--- src/scg_pkg.sv ---
// Package for the spreading code chip generator.
// Store geometry, accepted code lengths, LFSR tap masks and status codes.
// No dependencies.
package scg_pkg;

  localparam int unsigned STORE_DEPTH = 512;
  localparam int unsigned STORE_AW    = $clog2(STORE_DEPTH);

  localparam logic [8:0] LEN_127 = 9'd127;
  localparam logic [8:0] LEN_255 = 9'd255;
  localparam logic [8:0] LEN_511 = 9'd511;

  localparam logic [8:0] TAPS_127 = 9'h060;
  localparam logic [8:0] TAPS_255 = 9'h0B8;
  localparam logic [8:0] TAPS_511 = 9'h110;

  localparam logic [8:0] LFSR_SEED = 9'd1;

  localparam logic signed [15:0] REF_POS = 16'sd32767;
  localparam logic signed [15:0] REF_NEG = -16'sd32767;

  typedef enum logic [1:0] {
    KIND_MSEQ   = 2'd0,
    KIND_GOLD   = 2'd1,
    KIND_KASAMI = 2'd2,
    KIND_STRICT = 2'd3
  } code_kind_e;

  typedef enum logic [1:0] {
    REG_KIND   = 2'd0,
    REG_LENGTH = 2'd1,
    REG_SHIFT  = 2'd2,
    REG_NONE   = 2'd3
  } reg_index_e;

  typedef enum logic [1:0] {
    ST_OK      = 2'd0,
    ST_BAD_LEN = 2'd1,
    ST_NO_GOLD = 2'd2,
    ST_RANGE   = 2'd3
  } status_e;

endpackage

--- src/spreading_code_chip_generator_unit.sv ---
// Spreading code chip generator: m-sequence, Gold and small-set Kasami chips.
// One period of the base m-sequence sits in a 1-bit store filled by a Galois LFSR.
// Depends on scg_pkg.
//
// Usage:
//   Configuration words (kind, length, shift) come over the cfg channel;
//   cfg_ready_o is always high. Any write to a listed register restarts the
//   store fill: one LFSR step per cycle over code_length steps (127, 255 or 511).
//   The same fill runs after reset with the default length of 127.
//   While the fill runs, in_stall_o is high. With a bad length no fill runs.
// Chip requests enter on the input channel (in_valid_i, in_stall_o) and
// results leave on the output channel (out_valid_o, out_stall_i).
//   Throughput: one chip per cycle once the store is full and while the
//   receiver does not stall; the four pipeline stages are index/status, shift
//   reduction, decimation add + store read, and output register.
// When the receiver stalls, the whole pipeline holds and in_stall_o rises;
// nothing is lost or repeated. The decimated address x*q mod L is formed as
// x plus a rotation of x, since L = 2^d - 1 and q = 2^k + 1.
module spreading_code_chip_generator_unit
  import scg_pkg::*;
(
  input  logic               clk_i,
  input  logic               rst_ni,

  input  logic               cfg_valid_i,
  output logic               cfg_ready_o,
  input  logic [1:0]         cfg_index_i,
  input  logic [8:0]         cfg_data_i,

  input  logic               in_valid_i,
  output logic               in_stall_o,
  input  logic [8:0]         chip_index_i,

  output logic               out_valid_o,
  input  logic               out_stall_i,
  output logic               chip_bit_o,
  output logic signed [15:0] chip_ref_o,
  output logic               period_end_o,
  output logic [1:0]         status_o
);

  // configuration
  code_kind_e  kind_q;
  logic [8:0]  len_q;
  logic [8:0]  shift_q;
  logic [8:0]  shift_mod_q;

  // fill engine
  logic        ready_q;
  logic [8:0]  lfsr_q, lfsr_d;
  logic [8:0]  fill_cnt_q;
  logic        fill_active;

  logic        mem [STORE_DEPTH];

  logic        len_ok, is127, is255, is511;
  logic [8:0]  taps, deg_mask;
  logic        cfg_wr;

  // pipeline
  logic        en, acc;
  logic        v1_q, v2_q, v3_q, v4_q;
  logic [8:0]  idx1_q, idx2_q;
  logic [9:0]  sraw1_q;
  logic [1:0]  st1_q, st2_q, st3_q;
  logic        pe1_q, pe2_q, pe3_q;
  logic        xe1_q, xe2_q, xe3_q;
  logic [8:0]  s2_q, r2_q;
  logic        rd_a_q, rd_b_q;

  logic        bit4_q, pe4_q;
  logic [1:0]  st4_q;

  status_e     st_in;
  logic        xe_in;
  logic [9:0]  sraw_in;
  logic [9:0]  s_red;
  logic [8:0]  s_mod, r_rot;
  logic [9:0]  jsum, jred;
  logic [8:0]  j_addr;
  logic        chip;

  assign is127  = (len_q == LEN_127);
  assign is255  = (len_q == LEN_255);
  assign is511  = (len_q == LEN_511);
  assign len_ok = (is127 || is255 || is511) && ({1'b0, len_q} <= 10'(STORE_DEPTH));

  always_comb begin
    if (is127) begin
      taps     = TAPS_127;
      deg_mask = 9'h07F;
    end else if (is255) begin
      taps     = TAPS_255;
      deg_mask = 9'h0FF;
    end else begin
      taps     = TAPS_511;
      deg_mask = 9'h1FF;
    end
  end

  assign cfg_ready_o = 1'b1;
  assign cfg_wr      = cfg_valid_i && (cfg_index_i != REG_NONE);

  always_ff @(posedge clk_i or negedge rst_ni) begin
    if (!rst_ni) begin
      kind_q      <= KIND_MSEQ;
      len_q       <= LEN_127;
      shift_q     <= '0;
      shift_mod_q <= '0;
    end else if (cfg_wr) begin
      case (cfg_index_i)
        REG_KIND:   kind_q  <= code_kind_e'(cfg_data_i[1:0]);
        REG_LENGTH: len_q   <= cfg_data_i;
        REG_SHIFT:  shift_q <= cfg_data_i;
        default: ;
      endcase
      shift_mod_q <= (cfg_index_i == REG_SHIFT) ? cfg_data_i : shift_q;
    end else if (shift_mod_q >= len_q) begin
      // settles by repeated subtraction, well before the fill ends
      shift_mod_q <= shift_mod_q - len_q;
    end
  end

  // ---------------------------------------------------------------- fill
  assign fill_active = !ready_q && len_ok;

  always_comb begin
    lfsr_d = lfsr_q >> 1;
    if (lfsr_q[0]) begin
      lfsr_d = lfsr_d ^ taps;
    end
    lfsr_d = lfsr_d & deg_mask;
  end

  always_ff @(posedge clk_i or negedge rst_ni) begin
    if (!rst_ni) begin
      ready_q    <= 1'b0;
      lfsr_q     <= LFSR_SEED;
      fill_cnt_q <= '0;
    end else if (cfg_wr) begin
      ready_q    <= 1'b0;
      lfsr_q     <= LFSR_SEED;
      fill_cnt_q <= '0;
    end else if (fill_active) begin
      lfsr_q     <= lfsr_d;
      fill_cnt_q <= fill_cnt_q + 9'd1;
      if (fill_cnt_q == len_q - 9'd1) begin
        ready_q <= 1'b1;
      end
    end
  end

  always_ff @(posedge clk_i) begin
    if (fill_active && !cfg_wr) begin
      mem[fill_cnt_q[STORE_AW-1:0]] <= lfsr_q[0];
    end
  end

  // ------------------------------------------------------------ pipeline
  assign en         = !(v4_q && out_stall_i);
  assign in_stall_o = !en || fill_active;
  assign acc        = in_valid_i && !in_stall_o;

  always_comb begin
    if (!len_ok) begin
      st_in = ST_BAD_LEN;
    end else if (kind_q == KIND_STRICT && is255) begin
      st_in = ST_NO_GOLD;
    end else if (chip_index_i >= len_q) begin
      st_in = ST_RANGE;
    end else begin
      st_in = ST_OK;
    end
    xe_in = ((kind_q == KIND_GOLD) && !is255) ||
            ((kind_q == KIND_KASAMI) && is255) ||
            (kind_q == KIND_STRICT);
    sraw_in = {1'b0, chip_index_i};
    if (kind_q == KIND_STRICT) begin
      sraw_in = {1'b0, chip_index_i} + {1'b0, shift_mod_q};
    end
  end

  // stage 2: (i + shift) mod L, then rotation giving x * 2^k mod L
  always_comb begin
    s_red = sraw1_q;
    if (sraw1_q >= {1'b0, len_q}) begin
      s_red = sraw1_q - {1'b0, len_q};
    end
    s_mod = s_red[8:0];
    if (is127) begin
      r_rot = {2'b00, s_mod[2:0], s_mod[6:3]};
    end else if (is255) begin
      r_rot = {1'b0, s_mod[3:0], s_mod[7:4]};
    end else begin
      r_rot = {s_mod[3:0], s_mod[8:4]};
    end
  end

  // stage 3: x + rot(x) mod L is the decimated address
  always_comb begin
    jsum = {1'b0, s2_q} + {1'b0, r2_q};
    jred = jsum;
    if (jsum >= {1'b0, len_q}) begin
      jred = jsum - {1'b0, len_q};
    end
    j_addr = jred[8:0];
  end

  always_ff @(posedge clk_i or negedge rst_ni) begin
    if (!rst_ni) begin
      v1_q <= 1'b0;
      v2_q <= 1'b0;
      v3_q <= 1'b0;
      v4_q <= 1'b0;
    end else if (en) begin
      v1_q <= acc;
      v2_q <= v1_q;
      v3_q <= v2_q;
      v4_q <= v3_q;
    end
  end

  always_ff @(posedge clk_i) begin
    if (en) begin
      idx1_q  <= chip_index_i;
      sraw1_q <= sraw_in;
      st1_q   <= st_in;
      pe1_q   <= (chip_index_i == len_q - 9'd1);
      xe1_q   <= xe_in;

      idx2_q  <= idx1_q;
      s2_q    <= s_mod;
      r2_q    <= r_rot;
      st2_q   <= st1_q;
      pe2_q   <= pe1_q;
      xe2_q   <= xe1_q;

      rd_a_q  <= mem[idx2_q[STORE_AW-1:0]];
      rd_b_q  <= mem[j_addr[STORE_AW-1:0]];
      st3_q   <= st2_q;
      pe3_q   <= pe2_q;
      xe3_q   <= xe2_q;

      bit4_q  <= (st3_q == ST_OK) && chip;
      pe4_q   <= (st3_q == ST_OK) && pe3_q;
      st4_q   <= st3_q;
    end
  end

  assign chip = rd_a_q ^ (xe3_q & rd_b_q);

  assign out_valid_o  = v4_q;
  assign chip_bit_o   = bit4_q;
  assign period_end_o = pe4_q;
  assign status_o     = st4_q;
  assign chip_ref_o   = (st4_q != ST_OK) ? 16'sd0 : (bit4_q ? REF_POS : REF_NEG);

endmodule
--- config.mk ---
export PLATFORM = sky130hd
export DESIGN_NAME = spreading_code_chip_generator_unit
export DESIGN_NICKNAME = d
export VERILOG_FILES = /design/src/scg_pkg.sv /design/src/spreading_code_chip_generator_unit.sv
export SDC_FILE = /design/constraint.sdc
export NUM_CORES = 1
export LEC_CHECK = 0
export ABC_AREA = 1
export BUFFER_PORTS_ARGS = -buffer_cell sky130_fd_sc_hd__buf_2
export CAP_MARGIN = 20
export CORE_AREA = 2 2 287 289
export CTS_BUF_LIST = sky130_fd_sc_hd__clkbuf_8 sky130_fd_sc_hd__clkbuf_16
export DETAILED_ROUTE_END_ITERATION = 10
export DIE_AREA = 0 0 289 291
export GPL_ROUTABILITY_DRIVEN = 0
export PLACE_DENSITY_LB_ADDON = 0.3
export SYNTH_ARGS = -nofsm -noshare
export SYNTH_HDL_FRONTEND = slang
export SYNTH_SLANG_ARGS = --single-unit
export TNS_END_PERCENT = 10
--- constraint.sdc ---
create_clock -name clk_i -period 6.8 [get_ports clk_i]
set_clock_uncertainty 0.1 [all_clocks]
set_input_delay 0.68 -clock clk_i [delete_from_list [all_inputs] [get_ports clk_i]]
set_output_delay 0.68 -clock clk_i [all_outputs]
set_load 0.01 [all_outputs]
Word level (Yosys, flattened, before mapping) --
Memory sizes are Yosys's and may differ from the RTL's. A register that Yosys moved wholly into a read port is not among the register bits. Index checks and enable logic that the tools add are counted.
Storage, ports and cells: bits in registers 114, logic and storage cells 117, output and inout port bits 23, input port bits 25, memories kept 1, RAM bits 512
Memory list:
- mem | words 512, bits a word 1, read ports 2, clocked after memory_dff 2, write ports 1, RTL line spreading_code_chip_generator_unit.sv:54 | logic mem [STORE_DEPTH];
Cells by class: equal/unequal tests 11, magnitude comparators 5, reduce and logical (&&, ||, !) cells 32, muxes and demuxes 26, bitwise gates (word level) 4, add/sub/neg operators 7
Operators with widths (number):
- two-way mux 9 bit | 15
- two-way mux 16 bit | 2
- subtractor 9 bit | 3
- adder 9 x 9 -> 10 bit | 2
- >= comparator 10 x 9 -> 1 bit | 2
- == test 9 bit | 2
- >= comparator 9 bit | 2
- logical AND 1 bit | 11
- <= comparator 9 x 10 -> 1 bit (second input constant) | 1
- adder 9 x 1 -> 9 bit (second input constant) | 1
- bitwise AND 9 bit | 1
- == test 9 x 7 -> 1 bit (second input constant) | 1
- == test 9 x 8 -> 1 bit (second input constant) | 1
- == test 9 bit (second input constant) | 1
- subtractor 9 x 1 -> 9 bit (second input constant) | 1
- bitwise XOR 8 x 9 -> 9 bit | 1
- two-way mux 8 bit | 1
- nonzero test 2 bit | 4
- two-way mux 7 bit | 1
- == test 2 bit (second input constant) | 3
- logical NOT 1 bit | 6
- AND reduction 2 bit | 3
- logical OR 1 bit | 5
- two-way mux 1 bit | 5
- 7 further kinds | 10

Logic depth before layout (Yosys ltp) --
Gate-level depths: netlist of run 1.
depth in word-level cells 8, mapped depth 33

Worst setup path before layout of run 1 --
Ideal clock, no wire load.
path type reg-to-reg, from register lfsr_q[0], to register lfsr_q[3], path slack 1.771 ns, cell stages (with the launch flop) 5, required time 6.559 ns, arrival time 4.788 ns, library setup time 0.141 ns, clock period less this slack 5.029 ns, path through dfstp_2 > inv_1 > nor3_1 > xor2_1 > o22ai_1
On the way: word-level cells in the longest chain between the ends 4
Ends and longest elaborated chain:
- start, declared | RTL line spreading_code_chip_generator_unit.sv:50 | logic [8:0] lfsr_q, lfsr_d;
- start signal, assigned | RTL line spreading_code_chip_generator_unit.sv:145 | lfsr_q <= lfsr_d;
- two-way mux 9 bit | RTL line spreading_code_chip_generator_unit.sv:129 | if (lfsr_q[0]) begin
- bitwise AND 9 bit | RTL line spreading_code_chip_generator_unit.sv:132 | lfsr_d = lfsr_d & deg_mask;
- two-way mux 9 bit | RTL line spreading_code_chip_generator_unit.sv:144 | end else if (fill_active) begin
- two-way mux 9 bit | RTL line spreading_code_chip_generator_unit.sv:140 | end else if (cfg_wr) begin
Every way passes these cells. The select of a mux whose other input is x is not followed. A chain may end at the register's enable or synchronous reset.

Worst setup path in the final report of run 1 --
from register s2_q[0], to register rd_b_q, read port of mem, data pin
On the way: word-level cells in the longest chain between the ends 3, elaborated cells between the ends (all ways) 4
Ends and longest elaborated chain:
- start, declared | RTL line spreading_code_chip_generator_unit.sv:68 | logic [8:0] s2_q, r2_q;
- start signal, assigned | RTL line spreading_code_chip_generator_unit.sv:232 | s2_q <= s_mod;
- adder 9 x 9 -> 10 bit * | RTL line spreading_code_chip_generator_unit.sv:201 | jsum = {1'b0, s2_q} + {1'b0, r2_q};
- subtractor 9 bit or >= comparator 10 x 9 -> 1 bit (tied branches) | RTL line spreading_code_chip_generator_unit.sv:204, spreading_code_chip_generator_unit.sv:203
- two-way mux 9 bit * | RTL line spreading_code_chip_generator_unit.sv:203 | if (jsum >= {1'b0, len_q}) begin
- end, declared | RTL line spreading_code_chip_generator_unit.sv:69 | logic rd_a_q, rd_b_q;
Every way passes the cells marked *; elsewhere a longest branch is shown, timed or not.

==> results_dict.tcl, run 1 <==
set metrics [dict create \
    status "finished, final reports clean" \
    io_buffers 46 \
    worstMarginPinSlew_ns 1.16 \
    antenna_found_initial 0 \
    via_per_inst 5.72 \
    hold_buffers 0 \
    synth_top_family_by_area "simple AND/OR/NAND/NOR gates" \
    finalCriticalPeriod_ns 5.61 \
    final_max_slew_viol_count 0 \
    reg2reg_depth 31 \
    arrival_ns 6.01 \
    start_kind "flop" \
    ys.flop_type "edfxtp_1" \
    r2r_end "rd_b_q$_DFFE_PN_" \
    slowest_stage "nand2_4" \
    drc_errors 0 \
    grt_pass1_wl_um 173000 \
    syn2layout_area_growth_pct 8.38 \
    syn_area_um2 36100 \
    fp.coreArea_um2 81200 \
    fmax_ghz 0.178 \
    hold_class "in -> async" \
    htree_levels 3 \
    max_slew_margin 0.227 \
    ant_nets 0 \
    r2r_start "s2_q[0]$_DFFE_PN_" \
    slowest_delay_ns 0.59 \
    initial_core_util 0.445 \
    critPathRequiredTime_ns 7.20 \
    gr-usage-all-layers 0.269 \
    synth_cells 4434 \
    tritoncts "done" \
    drive_gt1_frac 0.0624 \
    synth.area.mux_share 0.000623 \
    drv_cap 0 \
    synth_area_per_cell_um2 8.15 \
    ios 48 \
    ys_top_cells_by_area "edfxtp_1, nand2_1, nor2_1, o21ai_0, nand3_1" \
    first_global_vias 29200 \
    dieHeight_um 291 \
    clock_sinks 628 \
    clk_pin_slew_worst_paths_ns 0.06 \
    synthSimpleGateAreaFrac 0.239 \
    clockRootBuffer "clkbuf_16" \
    dr.pass1.iters 6 \
    crit_top_cell "nand3_1" \
    yosysTopAreaCellShare 0.479 \
    cts_buffers 71 \
    clk_latency_ns 0.62 \
    num_rows 105 \
    yosysWarnings 0 \
    end_kind "flop" \
    overflow 0 \
    synth_compound_area_frac 0.125 \
    drt-total-wl_um 114000 \
    synth_top_area_cell "edfxtp_1" \
    dieArea_um2 84100 \
    wl_per_cell_um 21.1 \
    drtIter0Drc 3509 \
    yosys.area_share.xor_xnor 0.00921 \
    synth-edff-count 576 \
    tns_ns 0 \
    nets 4381 \
    cts_setup_buffers 0 \
    seq_area_frac_synth 0.515 \
    insertedDiodeCount 0 \
    dpl.hpwl_um 63900 \
    finalCritPeriodShare 0.825 \
    syn_nets 4524 \
    num_vias 31000 \
    synth-adder-area-share 0.0236 \
    synth_cell_types 54 \
    timing.setup.critical_path_class "reg -> reg" \
    reg2reg_slack_ns 1.19 \
    rsz0062_at_grt "no" \
    hold_viol_final 0 \
    ys_ff_latch 628 \
    finalSetupViolCount 0 \
    grt_max_degree 209 \
    async_flop_share 0.0828 \
    cts_resized 0 \
    clk_path_buf_depth 3 \
    cp_max_fo 51 \
    die_width_um 289 \
]
[registers in the layout, indices dropped and copies added, names as in the netlist, 2 cells and up]
| register | cells |
|---|---|
| st2_q | 2 |
| sraw1_q | 10 |
| kind_q | 2 |
| mem | 512 |
| status_o | 2 |
| lfsr_q | 9 |
| idx1_q | 9 |
| st1_q | 2 |
| st3_q | 2 |
| s2_q | 9 |
| shift_q | 9 |
| idx2_q | 9 |
| shift_mod_q | 9 |
| fill_cnt_q | 9 |
| len_q | 9 |
| r2_q | 9 |
[critical path: cells and delay by family (launching register included)]
kind	cells	cell delay, ns
fa+ha+maj	3	0.95
simple gates	21	2.90
compound gates	3	0.38
buf+inv	3	0.58
flops	1	0.36
xor+xnor	1	0.16
[layout make-up]
| class | instances | area, µm² |
|---|---|---|
| Fill cell | 7843 | 42000 |
| Timing Repair Buffer | 103 | 841 |
| Sequential cell | 628 | 18600 |
| Clock buffer | 74 | 1850 |
| Clock inverter | 53 | 322 |
| Tap cell | 1070 | 1340 |
| Inverter | 443 | 1670 |
| Multi-Input combinational cell | 3044 | 14500 |
[synthesized netlist by cell type (3+ instances only)]
| cell type | n |
|---|---|
| o211ai_1 | 23 |
| o22ai_1 | 41 |
| o21ai_1 | 41 |
| o21ai_0 | 508 |
| nand4_1 | 6 |
| nor4_1 | 4 |
| dfrtp_1 | 44 |
| buf_1 | 5 |
| a31oi_1 | 9 |
| clkinv_1 | 3 |
| fa_1 | 5 |
| ha_1 | 60 |
| o32ai_1 | 10 |
| buf_4 | 25 |
| a21oi_1 | 164 |
| buf_2 | 84 |
| nand2_1 | 857 |
| nand2_2 | 11 |
| xor2_1 | 27 |
| nand3_1 | 398 |
| dfstp_2 | 8 |
| xnor2_1 | 11 |
| o21bai_1 | 6 |
| nand3b_1 | 4 |
| or2_2 | 7 |
| edfxtp_1 | 576 |
| inv_2 | 9 |
| nor2_1 | 769 |
| nor3_1 | 24 |
| a221oi_1 | 22 |
| nand3_2 | 3 |
| buf_6 | 13 |
| o31ai_1 | 3 |
| inv_1 | 431 |
| clkbuf_1 | 192 |
| o221ai_1 | 5 |
[layout by cell type, fill, tap and decap left out, types with 8 or more instances in the layout]
master | Yosys | routed
nand2_1 | 857 | 848
nor2_1 | 769 | 769
edfxtp_1 | 576 | 576
o21ai_0 | 508 | 506
inv_1 | 431 | 447
nand3_1 | 398 | 391
a21oi_1 | 164 | 164
clkbuf_16 | 0 | 74
ha_1 | 60 | 60
buf_2 | 84 | 46
dfrtp_1 | 44 | 44
buf_4 | 25 | 43
o22ai_1 | 41 | 41
o21ai_1 | 41 | 39
xor2_1 | 27 | 27
nor3_1 | 24 | 24
o211ai_1 | 23 | 23
a221oi_1 | 22 | 22
clkinv_1 | 3 | 19
nand2_2 | 11 | 16
clkinv_2 | 0 | 14
buf_12 | 0 | 13
xnor2_1 | 11 | 11
o32ai_1 | 10 | 10
a31oi_1 | 9 | 9
inv_2 | 9 | 8
[logic make-up after synthesis]
kind of cell,count (synthesis)
AO/OA/AOI/OAI,841
buffers and inverters,762
flip-flops,628
XOR/XNOR,38
other,1
AND/OR/NAND/NOR,2097
adder cells (fa/ha/maj),65
multiplexers,2
[worst max path at each step]
stage	start	end	slack, ns
4_1_cts	s2_q[0]$_DFFE_PN_	rd_b_q$_DFFE_PN_	1.24
2_1_floorplan	lfsr_q[0]$_DFFE_PN1P_	lfsr_q[3]$_DFFE_PN0P_	1.77
3_5_place_dp	s2_q[0]$_DFFE_PN_	rd_b_q$_DFFE_PN_	1.26
6_report	s2_q[0]$_DFFE_PN_	rd_b_q$_DFFE_PN_	1.19
5_1_grt	s2_q[0]$_DFFE_PN_	rd_b_q$_DFFE_PN_	0.86
3_3_place_gp	s2_q[0]$_DFFE_PN_	rd_b_q$_DFFE_PN_	1.25
[per-layer routing]
layer,track usage,wire [µm]
met1,0.354,45100
met2,0.427,52400
met3,0.0466,11000
met4,0.133,5680
met5,0,0
[metrics by stage]
step / hold WS [ns] / util / instances / setup WS [ns] / instance area (µm²)
4_1_cts: 0.102 / 0.482 / 5413 / 1.24 / 39100
3_5_place_dp: 0.305 / 0.455 / 5286 / 1.26 / 37000
6_report: 0.0784 / 0.482 / 5415 / 1.19 / 39200
2_1_floorplan: 0.284 / - / 4434 / 1.77 / 36100
5_1_grt: 0.140 / 0.482 / 5415 / 0.858 / 39200
3_3_place_gp: 0.300 / 0.455 / 5285 / 1.25 / 36900
Power of run 1 is not shown: default switching activity piles up to over one toggle a cycle in this logic, so the estimate is an artifact.
==> run 2, diff against run 1 <==
Clock period 6.8 ns to 4.8 ns, I/O delays scaled along.
==> results_dict.tcl, run 2 (synthesis gave the netlist of run 1 again) <==
set metrics [dict create \
    mostFrequentLayoutCells "nand2_1, nor2_1, edfxtp_1, o21ai_0, inv_1" \
    cp_max_fo 5 \
    final_max_slew_viol_count 0 \
    slowest_delay_ns 0.42 \
    timing.setup.critical_path_class "reg -> reg" \
    drt-total-wl_um 118000 \
    syn2layout_area_growth_pct 12.6 \
    slowest_stage "edfxtp_1" \
    critPathRequiredTime_ns 5.09 \
    cts_buffers 72 \
    dieArea_um2 84100 \
    hold_class "in -> reg" \
    io_buffers 46 \
    grt_pass1_wl_um 177000 \
    arrival_ns 5.05 \
    htree_levels 3 \
    num_rows 105 \
    overflow 0 \
    path_buf_inv 6 \
    num_vias 31700 \
    drc_errors 0 \
    drive_gt1_frac 0.0926 \
    clockRootBuffer "clkbuf_16" \
    hold_viol_final 0 \
    gr-usage-all-layers 0.274 \
    antenna_found_initial 0 \
    insertedDiodeCount 0 \
    end_kind "flop" \
    postLayoutCellArea_um2 40700 \
    drv_cap 0 \
    status "finished, final reports clean" \
    clk_pin_slew_worst_paths_ns 0.06 \
    pre_cts_ws_ns -0.127 \
    max_slew_margin 0.326 \
    clock_sinks 628 \
    rsz0062_at_grt "yes" \
    ios 48 \
    grt_max_degree 222 \
    start_kind "flop" \
    initial_core_util 0.445 \
    drtIter0Drc 3678 \
    tritoncts "done" \
    placed_cell_area_um2 37700 \
    dieHeight_um 291 \
    clk_path_buf_depth 3 \
    largest_reg_flops 512 \
    die_width_um 289 \
    worstMarginPinSlew_ns 1.01 \
    timing.final.ws_setup_ns 0.0323 \
    layout_commonest_cell "nand2_1" \
    dpl.hpwl_um 67300 \
    nets 4469 \
    via_per_inst 5.76 \
    wl_per_cell_um 21.4 \
    first_global_vias 29500 \
    finalSetupViolCount 0 \
    ant_nets 0 \
    fp.coreArea_um2 81200 \
    fmax_ghz 0.210 \
    cp_top_family "simple AND/OR/NAND/NOR gates" \
    finalCritPeriodShare 0.993 \
    finalCriticalPeriod_ns 4.77 \
    hold_ws_ns 0.0285 \
    dr.pass1.iters 8 \
    clk_latency_ns 0.63 \
]
==> run 2: metal layers <==
metal,share of wire,global-route usage,vias to the layer above
li1,-,-,14700
met1,0.39,0.360,15100
met2,0.46,0.440,1632
met3,0.098,0.0476,305
met4,0.049,0.128,0
met5,0,0,-
==> run 2: final timing paths <==
| check | slack (ns) | start | endpoint | cells past startpoint |
|---|---|---|---|---|
| max | 0.03 | r2_q[0]$_DFFE_PN_ | rd_b_q$_DFFE_PN_ | 34 |
| min | 0.03 | cfg_data_i[2] | len_q[2]$_DFFE_PN1P_ | 3 |
| max reg2reg | 0.03 | r2_q[0]$_DFFE_PN_ | rd_b_q$_DFFE_PN_ | 34 |
| min reg2reg | 0.31 | idx1_q[3]$_DFFE_PN_ | idx2_q[3]$_DFFE_PN_ | 0 |
| max in group asynchronous | 3.71 | rst_ni | fill_cnt_q[5]$_DFFE_PN0P_ | 3 |
| min in group asynchronous | 0.42 | rst_ni | kind_q[0]$_DFFE_PN0P_ | 3 |
==> run 2: metrics by stage <==
step           TNS, ns  utilization  cells
6_report             0        0.501   5507
5_1_grt         -0.211        0.501   5507
4_1_cts              0        0.495   5492
3_5_place_dp    -0.127        0.464   5345
3_3_place_gp   -0.0748        0.464   5345
2_1_floorplan        0            -   4434
==> run 2: worst reg2reg max path, delay by kind of cell (launching register included) <==
family                     cells  cell delay (ns)
xor gates and xnor gates       1             0.16
AOI/OAI and AO/OA              4             0.47
buffers and inverters          6             0.85
DFF                            1             0.42
adders and majority gates      3             0.87
and+or+nand+nor               20             1.69
==> run 2: area by class of cell <==
cell class,instances,area [µm²]
Fill cell,7726,40500
Sequential cell,628,18600
Multi-Input combinational cell,3044,14800
Timing Repair Buffer,190,1970
Clock buffer,75,1840
Inverter,443,1670
Tap cell,1070,1340
Clock inverter,57,412
==> run 2: timing repair <==
item / 4_1_cts / 5_1_grt
hold buffers: 7 / 0
gates resized for setup: 7 / 66
endpoints found under the hold margin: 49 / 0
setup buffers: 6 / 9
pin swaps: 1 / 26
cloned: 2 / 5
setup endpoints to repair: 1 / 1
Power of run 2 is left out for the same reason.
